[config.mk]
export PLATFORM = sky130hd
export DESIGN_NAME = record_layout_offset_calculator
export DESIGN_NICKNAME = d
export VERILOG_FILES = /design/src/rtl/core/rloc_pkg.sv /design/src/rtl/core/record_layout_offset_calculator.sv
export SDC_FILE = /design/constraint.sdc
export NUM_CORES = 1
export LEC_CHECK = 0
export ABC_AREA = 0
export BUFFER_PORTS_ARGS = -buffer_cell sky130_fd_sc_hd__buf_2
export CAP_MARGIN = 15
export CORE_MARGIN = 3
export CORE_UTILIZATION = 43
export CTS_CLUSTER_SIZE = 20
export DETAILED_ROUTE_END_ITERATION = 10
export SLEW_MARGIN = 20
export SYNTH_ARGS = -nofsm -noshare
export SYNTH_HDL_FRONTEND = slang
export SYNTH_SLANG_ARGS = --single-unit
export TNS_END_PERCENT = 5
[constraint.sdc]
create_clock -name clock -period 11.25 [get_ports clock]
set_input_delay 2.8125 -clock clock [delete_from_list [all_inputs] [get_ports clock]]
set_output_delay 2.8125 -clock clock [all_outputs]
set_load 0.03 [all_outputs]
[src/rtl/core/rloc_pkg.sv]
`timescale 1ns / 1ps
// Package for the record layout offset calculator: field widths, layout
// constants and configuration register indexes. No dependencies.
package rloc_pkg;

   localparam int OFFSET_BITS_DEFAULT = 24;

   localparam int SIZE_W  = 16;
   localparam int ALIGN_W = 7;
   localparam int BITW_W  = 7;
   localparam int OUT_W   = 24;
   localparam int BITOFF_W = 7;
   localparam int USED_W  = 8;

   localparam int REQ_DATA_W = 32;
   localparam int RSP_DATA_W = 56;

   localparam int HEADER_BYTES  = 8;
   localparam int MAX_UNIT_BITS = 128;
   localparam int MAX_UNIT_BYTES = MAX_UNIT_BITS / 8;
   localparam int MAX_FRESH_ALIGN = 8;

   localparam logic [0:0] CSR_PACKED_MODE    = 1'b0;
   localparam logic [0:0] CSR_EXPLICIT_ALIGN = 1'b1;

endpackage

[src/rtl/core/record_layout_offset_calculator.sv]
`timescale 1ns / 1ps
// Record layout offset calculator: lays out one record field per request
// behind an 8-byte header. Depends on rloc_pkg.
//
// Pipeline: an input register, then a result register. Throughput: one request
// per cycle unless a pending result is stalled by rsp_tready low; the record state
// is updated in the single pass between the two registers. Reset (synchronous,
// active high) clears the configuration registers, both valid flags and the record state.
module record_layout_offset_calculator #(
   parameter int OFFSET_BITS = rloc_pkg::OFFSET_BITS_DEFAULT
) (
   input  logic                            clock,
   input  logic                            reset,
   input  logic                            req_tvalid,
   output logic                            req_tready,
   // field_size [15:0], field_align [22:16], bit_width [29:23], zero fill
   input  logic [rloc_pkg::REQ_DATA_W-1:0] req_tdata,
   input  logic                            req_tlast,
   output logic                            rsp_tvalid,
   input  logic                            rsp_tready,
   // byte_offset [23:0], bit_offset [30:24], total_size [54:31], zero fill
   output logic [rloc_pkg::RSP_DATA_W-1:0] rsp_tdata,
   // overflow [0]
   output logic                            rsp_tuser,
   output logic                            rsp_tlast,
   input  logic                            csr_we,
   input  logic [0:0]                      csr_addr,
   input  logic [rloc_pkg::ALIGN_W-1:0]    csr_wdata
);

   localparam int OB = OFFSET_BITS;
   localparam int SW = rloc_pkg::SIZE_W;
   localparam int AW = rloc_pkg::ALIGN_W;
   localparam int UW = rloc_pkg::USED_W;
   localparam int OW = rloc_pkg::OUT_W;

   function automatic logic [OB:0] align_up_f(input logic [OB-1:0] v,
                                              input logic [AW-1:0] a);
      logic [AW-1:0] am;
      logic [OB:0]   s;
      am = (a == '0) ? '0 : a - AW'(1);
      s  = {1'b0, v} + {{(OB+1-AW){1'b0}}, am};
      return s & ~{{(OB+1-AW){1'b0}}, am};
   endfunction

   function automatic logic [OW-1:0] to_out_f(input logic [OB-1:0] v);
      logic [OB+OW-1:0] t;
      t = {{OW{1'b0}}, v};
      return t[OW-1:0];
   endfunction

   // Configuration registers
   logic          packed_ff, packed_in;
   logic [AW-1:0] expl_align_ff, expl_align_in;

   // Input register
   logic          in_valid_ff, in_valid_in;
   logic [SW-1:0] in_size_ff;
   logic [AW-1:0] in_align_ff;
   logic [AW-1:0] in_bitw_ff;
   logic          in_last_ff;

   // Record state
   logic [OB-1:0] run_off_ff, run_off_in;
   logic [AW-1:0] rec_align_ff, rec_align_in;
   logic [OB-1:0] unit_off_ff, unit_off_in;
   logic [UW-1:0] unit_used_ff, unit_used_in;
   logic [SW-1:0] unit_size_ff, unit_size_in;
   logic          ovf_seen_ff, ovf_seen_in;

   // Result register
   logic                       out_valid_ff, out_valid_in;
   logic [OW-1:0]              out_byte_off_ff;
   logic [rloc_pkg::BITOFF_W-1:0] out_bit_off_ff;
   logic [OW-1:0]              out_total_ff;
   logic                       out_ovf_ff;
   logic                       out_last_ff;

   logic                       advance;
   logic                       step;
   logic                       is_bitfield;
   logic [AW-1:0]              fa;
   logic [AW-1:0]              fa_fresh;
   logic [UW-1:0]              unit_bits;
   logic [UW:0]                bits_need;
   logic                       fresh;
   logic                       do_align;
   logic [AW-1:0]              align_a;
   logic [OB:0]                aligned;
   logic [OB-1:0]              off_a;
   logic                       ovf_a;
   logic [OB:0]                off_sum;
   logic                       add_en;
   logic [OB-1:0]              off_b;
   logic                       ovf_b;
   logic [AW-1:0]              fin_align;
   logic [OB:0]                tot_aligned;
   logic [OB-1:0]              tot_val;
   logic                       ovf_c;
   logic                       ovf_all;
   logic [OB-1:0]              byte_off;
   logic [rloc_pkg::BITOFF_W-1:0] bit_off;

   assign advance    = !out_valid_ff || rsp_tready;
   assign req_tready = !in_valid_ff || advance;
   assign step       = in_valid_ff && advance;

   always_comb begin
      packed_in     = packed_ff;
      expl_align_in = expl_align_ff;
      if (csr_we) begin
         case (csr_addr)
            rloc_pkg::CSR_PACKED_MODE: begin
               packed_in = csr_wdata[0];
            end
            rloc_pkg::CSR_EXPLICIT_ALIGN: begin
               expl_align_in = csr_wdata;
            end
            default: begin
               packed_in = packed_ff;
            end
         endcase
      end
   end

   always_comb begin
      is_bitfield = in_bitw_ff != '0;
      fa          = packed_ff ? AW'(1) : in_align_ff;
      fa_fresh    = (fa < AW'(rloc_pkg::MAX_FRESH_ALIGN)) ? fa
                                                          : AW'(rloc_pkg::MAX_FRESH_ALIGN);
      unit_bits   = (in_size_ff >= SW'(rloc_pkg::MAX_UNIT_BYTES))
                    ? UW'(rloc_pkg::MAX_UNIT_BITS) : {1'b0, in_size_ff[3:0], 3'b000};
      bits_need   = {1'b0, unit_used_ff} + {{(UW+1-AW){1'b0}}, in_bitw_ff};
      fresh       = (unit_size_ff == '0) || (unit_size_ff != in_size_ff) ||
                    (bits_need > {1'b0, unit_bits});

      do_align = !packed_ff && (!is_bitfield || (fresh && unit_size_ff == '0));
      align_a  = is_bitfield ? fa_fresh : fa;
      aligned  = align_up_f(run_off_ff, align_a);
      off_a    = do_align ? aligned[OB-1:0] : run_off_ff;
      ovf_a    = do_align && aligned[OB];

      add_en  = !is_bitfield || fresh;
      off_sum = {1'b0, off_a} + {{(OB+1-SW){1'b0}}, in_size_ff};
      off_b   = add_en ? off_sum[OB-1:0] : off_a;
      ovf_b   = add_en && off_sum[OB];

      rec_align_in = (!is_bitfield && fa > rec_align_ff) ? fa : rec_align_ff;
      unit_off_in  = (is_bitfield && fresh) ? off_a : unit_off_ff;
      unit_size_in = is_bitfield ? in_size_ff : '0;
      if (!is_bitfield) begin
         unit_used_in = '0;
      end else if (fresh) begin
         unit_used_in = {{(UW-AW){1'b0}}, in_bitw_ff};
      end else begin
         unit_used_in = bits_need[UW-1:0];
      end

      byte_off = (is_bitfield && !fresh) ? unit_off_ff : off_a;
      bit_off  = (is_bitfield && !fresh) ? unit_used_ff[rloc_pkg::BITOFF_W-1:0] : '0;

      fin_align   = (expl_align_ff != '0) ? expl_align_ff : rec_align_in;
      tot_aligned = align_up_f(off_b, fin_align);
      tot_val     = packed_ff ? off_b : tot_aligned[OB-1:0];
      ovf_c       = in_last_ff && !packed_ff && tot_aligned[OB];
      ovf_all     = ovf_seen_ff || ovf_a || ovf_b || ovf_c;

      run_off_in  = off_b;
      ovf_seen_in = ovf_all;
      if (in_last_ff) begin
         run_off_in   = OB'(rloc_pkg::HEADER_BYTES);
         rec_align_in = AW'(1);
         unit_off_in  = '0;
         unit_used_in = '0;
         unit_size_in = '0;
         ovf_seen_in  = 1'b0;
      end

      in_valid_in  = req_tready ? req_tvalid : in_valid_ff;
      out_valid_in = advance ? in_valid_ff : out_valid_ff;
   end

   always_ff @(posedge clock) begin
      if (reset) begin
         packed_ff     <= 1'b0;
         expl_align_ff <= '0;
         in_valid_ff   <= 1'b0;
         out_valid_ff  <= 1'b0;
         run_off_ff    <= OB'(rloc_pkg::HEADER_BYTES);
         rec_align_ff  <= AW'(1);
         unit_off_ff   <= '0;
         unit_used_ff  <= '0;
         unit_size_ff  <= '0;
         ovf_seen_ff   <= 1'b0;
      end else begin
         packed_ff     <= packed_in;
         expl_align_ff <= expl_align_in;
         in_valid_ff   <= in_valid_in;
         out_valid_ff  <= out_valid_in;
         if (step) begin
            run_off_ff   <= run_off_in;
            rec_align_ff <= rec_align_in;
            unit_off_ff  <= unit_off_in;
            unit_used_ff <= unit_used_in;
            unit_size_ff <= unit_size_in;
            ovf_seen_ff  <= ovf_seen_in;
         end
      end
   end

   always_ff @(posedge clock) begin
      if (req_tready && req_tvalid) begin
         in_size_ff  <= req_tdata[15:0];
         in_align_ff <= req_tdata[22:16];
         in_bitw_ff  <= req_tdata[29:23];
         in_last_ff  <= req_tlast;
      end
      if (step) begin
         out_byte_off_ff <= to_out_f(byte_off);
         out_bit_off_ff  <= bit_off;
         out_total_ff    <= in_last_ff ? to_out_f(tot_val) : '0;
         out_ovf_ff      <= ovf_all;
         out_last_ff     <= in_last_ff;
      end
   end

   assign rsp_tvalid = out_valid_ff;
   assign rsp_tdata  = {1'b0, out_total_ff, out_bit_off_ff, out_byte_off_ff};
   assign rsp_tuser  = out_ovf_ff;
   assign rsp_tlast  = out_last_ff;

endmodule
==> results of run 1 <==
## synthesized netlist by cell type, types with 8 or more instances
| master | instances | area, um2 |
|---|---|---|
| ha_1 | 50 | 626 |
| or4_1 | 8 | 60.1 |
| o21ai_0 | 32 | 160 |
| xnor2_1 | 54 | 473 |
| o31ai_1 | 11 | 82.6 |
| nand3_1 | 31 | 155 |
| a21o_1 | 18 | 135 |
| edfxtp_1 | 88 | 2640 |
| nand2_1 | 75 | 282 |
| a22oi_1 | 68 | 510 |
| nand4_1 | 10 | 62.6 |
| nor3_1 | 23 | 115 |
| dfxtp_1 | 90 | 1800 |
| a21oi_1 | 70 | 350 |
| a211oi_1 | 16 | 120 |
| nor2_1 | 174 | 653 |
| nor2b_1 | 13 | 81.3 |
| or3_1 | 15 | 93.8 |
| and3_1 | 8 | 50.1 |
| nand2b_1 | 9 | 56.3 |
| inv_1 | 28 | 105 |
| nor4_1 | 12 | 75.1 |
| xor2_1 | 17 | 149 |
| mux2_2 | 19 | 214 |
| and2_1 | 19 | 119 |
| clkbuf_1 | 43 | 161 |
## worst register-to-register path, delay by kind of cell, from the launching register on
kind / cells / cell delay (ns)
AOI/OAI and AO/OA: 10 / 3.25
xor gates and xnor gates: 1 / 0.08
adders and majority gates: 3 / 0.99
buffers and inverters: 1 / 0.07
DFF: 1 / 0.48
muxes: 1 / 0.26
and+or+nand+nor: 8 / 2.75
## area by class of cell
class	instances	area share [%]
repair buffers	111	4.91
clock buffers	23	3.89
multi-input cells	872	48.5
well taps	319	3.39
inverters	28	0.893
flip-flops and latches	178	37.8
clock inverters	9	0.691
## stage by stage
stage | hold slack, ns | utilization [%]
after global placement | 0.464 | 47.4
after CTS | 0.474 | 49.7
after global routing | 0.500 | 49.7
after floorplan | 0.424 | -
after detailed placement | 0.466 | 47.4
final | 0.474 | 49.7
## sequential cells by signal, summed over array words and instances (netlist names), 8 cells and up
signal / cells
unit_size_ff: 16
unit_used_ff: 8
out_total_ff: 24
unit_off_ff: 24
in_size_ff: 16
out_byte_off_ff: 24
run_off_ff: 24
## cells by family after synthesis
family | after synthesis
AO/OA/AOI/OAI | 288
adder cells (fa/ha/maj) | 54
AND/OR/NAND/NOR | 432
buffers and inverters | 79
other | 1
multiplexers | 26
XOR/XNOR | 71
flip-flops | 178
## layer usage
| layer | up-vias | routed length (um) | part of all wire, % |
|---|---|---|---|
| met2 | 218 | 11900 | 45 |
| met4 | 0 | 255 | 0.97 |
| met5 | - | 0 | 0 |
| met1 | 4114 | 13100 | 50 |
| li1 | 4339 | - | - |
| met3 | 20 | 1140 | 4.3 |
## power groups by stage
stage / Clock [W] / Sequential (W) / Combinational (W)
global placement: 0 / 0.000746 / 0.000378
global route: 0.000604 / 0.000735 / 0.000432
floorplan: 0 / 0.000765 / 0.000268
finish: 0.000568 / 0.000732 / 0.000386
CTS: 0.000579 / 0.000732 / 0.000385
detailed placement: 0 / 0.000746 / 0.000382
## cell usage in the layout, fill, tap and decap left out, drive strengths merged, types with 6 or more instances in the layout
cell type,count
a211oi,16
a21o,18
a21oi,70
a22oi,68
and2,20
and3,8
and4,7
buf,111
clkbuf,23
dfxtp,90
edfxtp,88
ha,50
inv,30
mux2,19
mux2i,7
nand2,75
nand2b,9
nand3,31
nand4,10
nor2,174
nor2b,13
nor3,23
nor4,14
o2111ai,7
o21a,6
o21ai,39
o31ai,11
or2,7
or3,15
or4,10
xnor2,54
xor2,17
## final timing paths
check                         from               end  slack (ns)  cells past startpoint
hold / removal    expl_align_ff[3]  expl_align_ff[3]        0.47                      2
setup reg to reg     in_bitw_ff[1]  out_total_ff[23]        3.22                     24
hold reg to reg   expl_align_ff[3]  expl_align_ff[3]        0.47                      2
setup / recovery     in_bitw_ff[1]  out_total_ff[23]        3.22                     24
==> impl_metrics.yaml, run 1 <==
worst_setup_path:
  cp.required_ns: 11.51
  critical_path.cell_chain: "nor3_1, and2_1, o21ai_0, ha_1, nor2b_1, or2_2, inv_1, ha_1, o21ai_1, nor2_1, o21a_1, nor2_1, xor2_1, o31ai_1, ha_1, a2111o_1, o21ai_0, a21oi_1, a211o_1, or4b_1, a21oi_1, o2111ai_1, nor4_1, mux2i_1"
  crit_buf_inv: 1
  critPathMaxFanout: 15
  cp_slowest_stage_delay_ns: 0.76
  worstPathArrival_ns: 8.30
  start_kind: "register"
  critPathTopFamily: "compound AO/OA/AOI/OAI gates"
  critPathSlowestCell: "o31ai_1"
  critPathKind: "reg -> reg"
  crit_path_end_kind: "register"
  cp_common_cell: "ha_1"
yosys:
  syn_area_um2: 10500
  synth_xor_area_share_pct: 5.95
  syn_avg_cell_area_um2: 9.26
  synth-seq-cells: 178
  syn_nets: 1229
  postSynthCellCount: 1129
  async_flop_share_pct: 0
  synth_compound_area_share_pct: 18.8
  synth.yosys.seq_area_share_pct: 42.5
  synth_ff_type: "dfxtp_1"
  ys_warn_count: 0
  synth_top_family_by_area: "simple AND/OR/NAND/NOR gates"
  muxShareOfSynthArea_pct: 2.72
  yosys.area_share.adder_pct: 6.75
  yosys.area_share.simple_pct: 20.2
  synth_edf_count: 88
  synth_cell_types: 72
routing:
  detailroute.via_count: 8691
  first_iter_violations: 626
  drcViolationCount: 0
  first_pass_iters: 5
  detail-route-antenna-nets: 0
  drt-total-wl_um: 26400
  wire_per_inst_um: 17.1
  vias_per_cell: 5.64
cts:
  ctsHoldBuffers: 0
  cts_resized: 0
  clkTransAtPathRegs_ns: 0.07
  root_buffer: "clkbuf_16"
  post_cts_buffers: 0
  cts_buffers: 17
  clk_latency_ns: 0.43
  h-tree-depth: 4
  clock-sinks: 178
  cts_tree: "done"
  clk_path_buf_depth: 2
sta:
  finalCritPeriodShare_pct: 71.4
  fmax_mhz: 124
  finalClockSkew_ns: 0.0135
  tightest_slew_ns: 1.11
  slew_headroom_pct: 25.9
  fin_crit_ns: 8.03
  hold_viol_final: 0
  tns_ns: 0
  drv_slew: 0
  fin_ws_ns: 3.22
  setup_viol: 0
  rsz0062_at_grt: "false"
pwr:
  p_leak_nw: 4.56
  p_switching_w: 0.000517
  total_power_w: 0.00169
  power.share.sequential_pct: 43.4
  power_per_cell_area_nw_per_um2: 143
  ir_worst_vdd_mv: 0.0811
  p_int_w: 0.00117
  clkPwrFrac_pct: 33.7
  p_comb_share_pct: 22.9
  p_sw_share_pct: 30.7
global_route:
  antenna_found_initial: 0
  grt_pass1_wl_um: 43000
  grt_max_degree: 91
  grtUsageMet3_pct: 3.32
  use_met2_pct: 32.5
  grt_pass1_vias: 8228
  grt-ovfl-total: 0
  track_usage_pct: 20.3
  use_met1_pct: 29.3
  gr-max-usage-layer: "met2"
floorplanning:
  placementRows: 56
  initial_utilization_pct: 44.1
  io_pins: 106
  fp.dieW_um: 162
  design.die.area_um2: 26200
  fp.dieH_um: 162
  core-area_um2: 23700
layout:
  regArea_um2: 4440
  fill_cells: 2333
  fin_cells: 1540
  syn_to_final_growth_pct: 12.6
  fin_nets: 1308
  insertedDiodeCount: 0
  fin_area_um2: 11800
  drive_above_1_share_pct: 14.1
  multi_input_area_um2: 5700
placed_design:
  post_dp_cell_area_um2: 11200
  place_inst: 1508
  dp_slack_ns: 3.30
  gp_congestion: 0.892
  port_buffers: 102
  hpwl_um: 18800
run_status:
  status: "finished clean"
min_path:
  hp-class: "reg -> reg"
job:
  drv_cap: 0
Power figures use the tool's default switching activity.
==> inputs of run 2 (changes only) <==
Settings changed: ABC_AREA 0 to 1.
Clock period 11.25 ns to 7.1 ns, I/O delays scaled along.
==> run 2 against run 1 <==
Critical path depth is 16 higher. Maximum frequency is 27% higher. Combinational power is 87% higher. Via count is 17% higher. Register-to-register slack worse by 2.4 ns. Die area is 7.9% higher. Cell count is 29% higher. Power is 69% higher. Routed wire length is 14% higher. Sequential power is 58% higher. Critical path type unchanged. Largest cell class unchanged. Largest power group unchanged. Highest routed layer unchanged.
==> impl_metrics.yaml, run 2 <==
layout:
  syn_to_final_growth_pct: 12.9
  fin_nets: 1739
  drive_above_1_share_pct: 14.9
  layout_commonest_cell: "nand2_1"
  final_cell_mix: "nand2_1, inv_1, a21oi_1"
  final_util_pct: 50.0
  insertedDiodeCount: 0
sta:
  hold_viol_final: 0
  tightest_slew_ns: 0.999
  fin_ws_ns: 0.784
  fin_crit_ns: 6.32
  finalCritPeriodShare_pct: 89.0
  drv_slew: 0
  slew_headroom_pct: 33.4
  fmax_mhz: 158
  rsz0062_at_grt: "false"
  setup_viol: 0
  tns_ns: 0
  finalClockSkew_ns: 0.0127
pwr:
  clkPwrFrac_pct: 33.7
  ir_worst_vdd_mv: 0.124
  p_comb_share_pct: 25.4
  p_sw_share_pct: 35.0
  p_int_w: 0.00185
  power_per_cell_area_nw_per_um2: 223
  power.share.sequential_pct: 40.9
  total_power_w: 0.00284
  p_switching_w: 0.000995
  p_leak_nw: 5.61
routing:
  detail-route-antenna-nets: 0
  first_pass_iters: 6
  drcViolationCount: 0
  wire_per_inst_um: 15.2
  drt-total-wl_um: 30100
  vias_per_cell: 5.13
  first_iter_violations: 741
  detailroute.via_count: 10200
floorplanning:
  initial_utilization_pct: 44.3
  core-area_um2: 25500
  fp.dieH_um: 168
  io_pins: 106
  fp.dieW_um: 168
  design.die.area_um2: 28300
  placementRows: 58
yosys:
  synth_edf_count: 88
  synth-seq-cells: 178
  async_flop_share_pct: 0
  yosysMostFrequentCell: "nand2_1"
  syn_area_um2: 11300
  postSynthCellCount: 1539
  synth_ff_type: "dfxtp_1"
  synth_top_cell_by_area: "edfxtp_1"
  ys_warn_count: 0
  synth.yosys.seq_area_share_pct: 39.3
  syn_nets: 1639
  synth_common_cells: "nand2_1, inv_1, a21oi_1"
  synth_top_area_share_pct: 23.4
  synth_cell_types: 59
  synth_area_leaders: "edfxtp_1, dfxtp_1, nand2_1, a21oi_1, inv_1"
  syn_avg_cell_area_um2: 7.35
global_route:
  gr-max-usage-layer: "met2"
  grtUsageMet3_pct: 2.61
  use_met1_pct: 28.8
  grt-ovfl-total: 0
  grt_pass1_vias: 9765
  grt_pass1_wl_um: 49500
  grt_max_degree: 82
  use_met2_pct: 37.2
  track_usage_pct: 21.6
  antenna_found_initial: 0
cts:
  clkTransAtPathRegs_ns: 0.08
  ctsHoldBuffers: 0
  cts_tree: "done"
  clk_path_buf_depth: 2
  h-tree-depth: 4
  clock-sinks: 178
  root_buffer: "clkbuf_16"
  clk_latency_ns: 0.45
  cts_buffers: 17
  post_cts_buffers: 0
  cts_resized: 0
job:
  drv_cap: 0
worst_setup_path:
  crit_path_end_kind: "register"
  critPathSlowestCell: "edfxtp_1"
  worstPathArrival_ns: 6.52
  start_kind: "register"
  cp.required_ns: 7.30
  critPathKind: "reg -> reg"
  cp_slowest_stage_delay_ns: 0.46
  critPathMaxFanout: 13
  cp_common_cell: "nand2_1"
placed_design:
  port_buffers: 102
  hpwl_um: 22300
  dp_slack_ns: 0.784
  gp_congestion: 0.911
min_path:
  hp-class: "reg -> reg"
run_status:
  status: "finished clean"
-- run 2: cell families (layout without fill, tap and decap cells) --
kind of cell    count (synthesis)  count (layout)  share of synthesized area (%)
other cells                     1               1                         0.0331
compound gates                252             252                           12.0
flops                         178             178                           39.3
simple gates                  783             783                           30.9
buf+inv                       228             341                           8.05
xor+xnor                       43              43                           3.53
fa+ha+maj                      54              54                           6.24
-- run 2: critical path, delay by kind of cell, from the launching register on --
kind	cells	cell delay (ns)
AO/OA/AOI/OAI	3	0.70
flip-flops	1	0.46
XOR/XNOR	2	0.67
AND/OR/NAND/NOR	26	2.78
buffers and inverters	6	0.54
adder cells (fa/ha/maj)	3	0.92
-- run 2: path summary, 6_finish.rpt --
path                                      from               end  slack, ns  depth (start not counted)
worst max-delay path             in_bitw_ff[1]  out_total_ff[19]       0.78                         40
worst min-delay path            unit_off_ff[1]    unit_off_ff[1]       0.46                          2
worst max register to register   in_bitw_ff[1]  out_total_ff[19]       0.78                         40
worst min register to register  unit_off_ff[1]    unit_off_ff[1]       0.46                          2
-- run 2: area by class of cell --
type                            instances  area (um2)
Fill cell                            2589       12800
Timing Repair Buffer                  121         653
Inverter                              188         713
Tap cell                              330         413
Clock inverter                         15         164
Sequential cell                       178        4440
Multi-Input combinational cell       1133        5960
Clock buffer                           17         425
-- run 2: per-stage QoR --
step,hold slack (ns),cell area (um2),instances
2_1_floorplan,0.441,11300,1539
3_3_place_gp,0.448,12200,1950
3_5_place_dp,0.453,12200,1950
4_1_cts,0.464,12800,1982
5_1_grt,0.487,12800,1982
6_report,0.464,12800,1982
-- run 2: power groups by stage --
stage / logic [W] / registers (W) / clock network [W]
floorplan: 0.000485 / 0.00122 / 0
global placement: 0.000709 / 0.00119 / 0
detailed placement: 0.000718 / 0.00119 / 0
CTS: 0.000722 / 0.00116 / 0.000971
global route: 0.000813 / 0.00117 / 0.00102
finish: 0.000722 / 0.00116 / 0.000957
-- run 2: routing by layer --
layer	share of wire (%)	wire (um)	vias to the layer above
li1	-	-	5254
met1	47	14000	4651
met2	48	14400	238
met3	3.7	1130	33
met4	1.6	494	0
met5	0	0	-
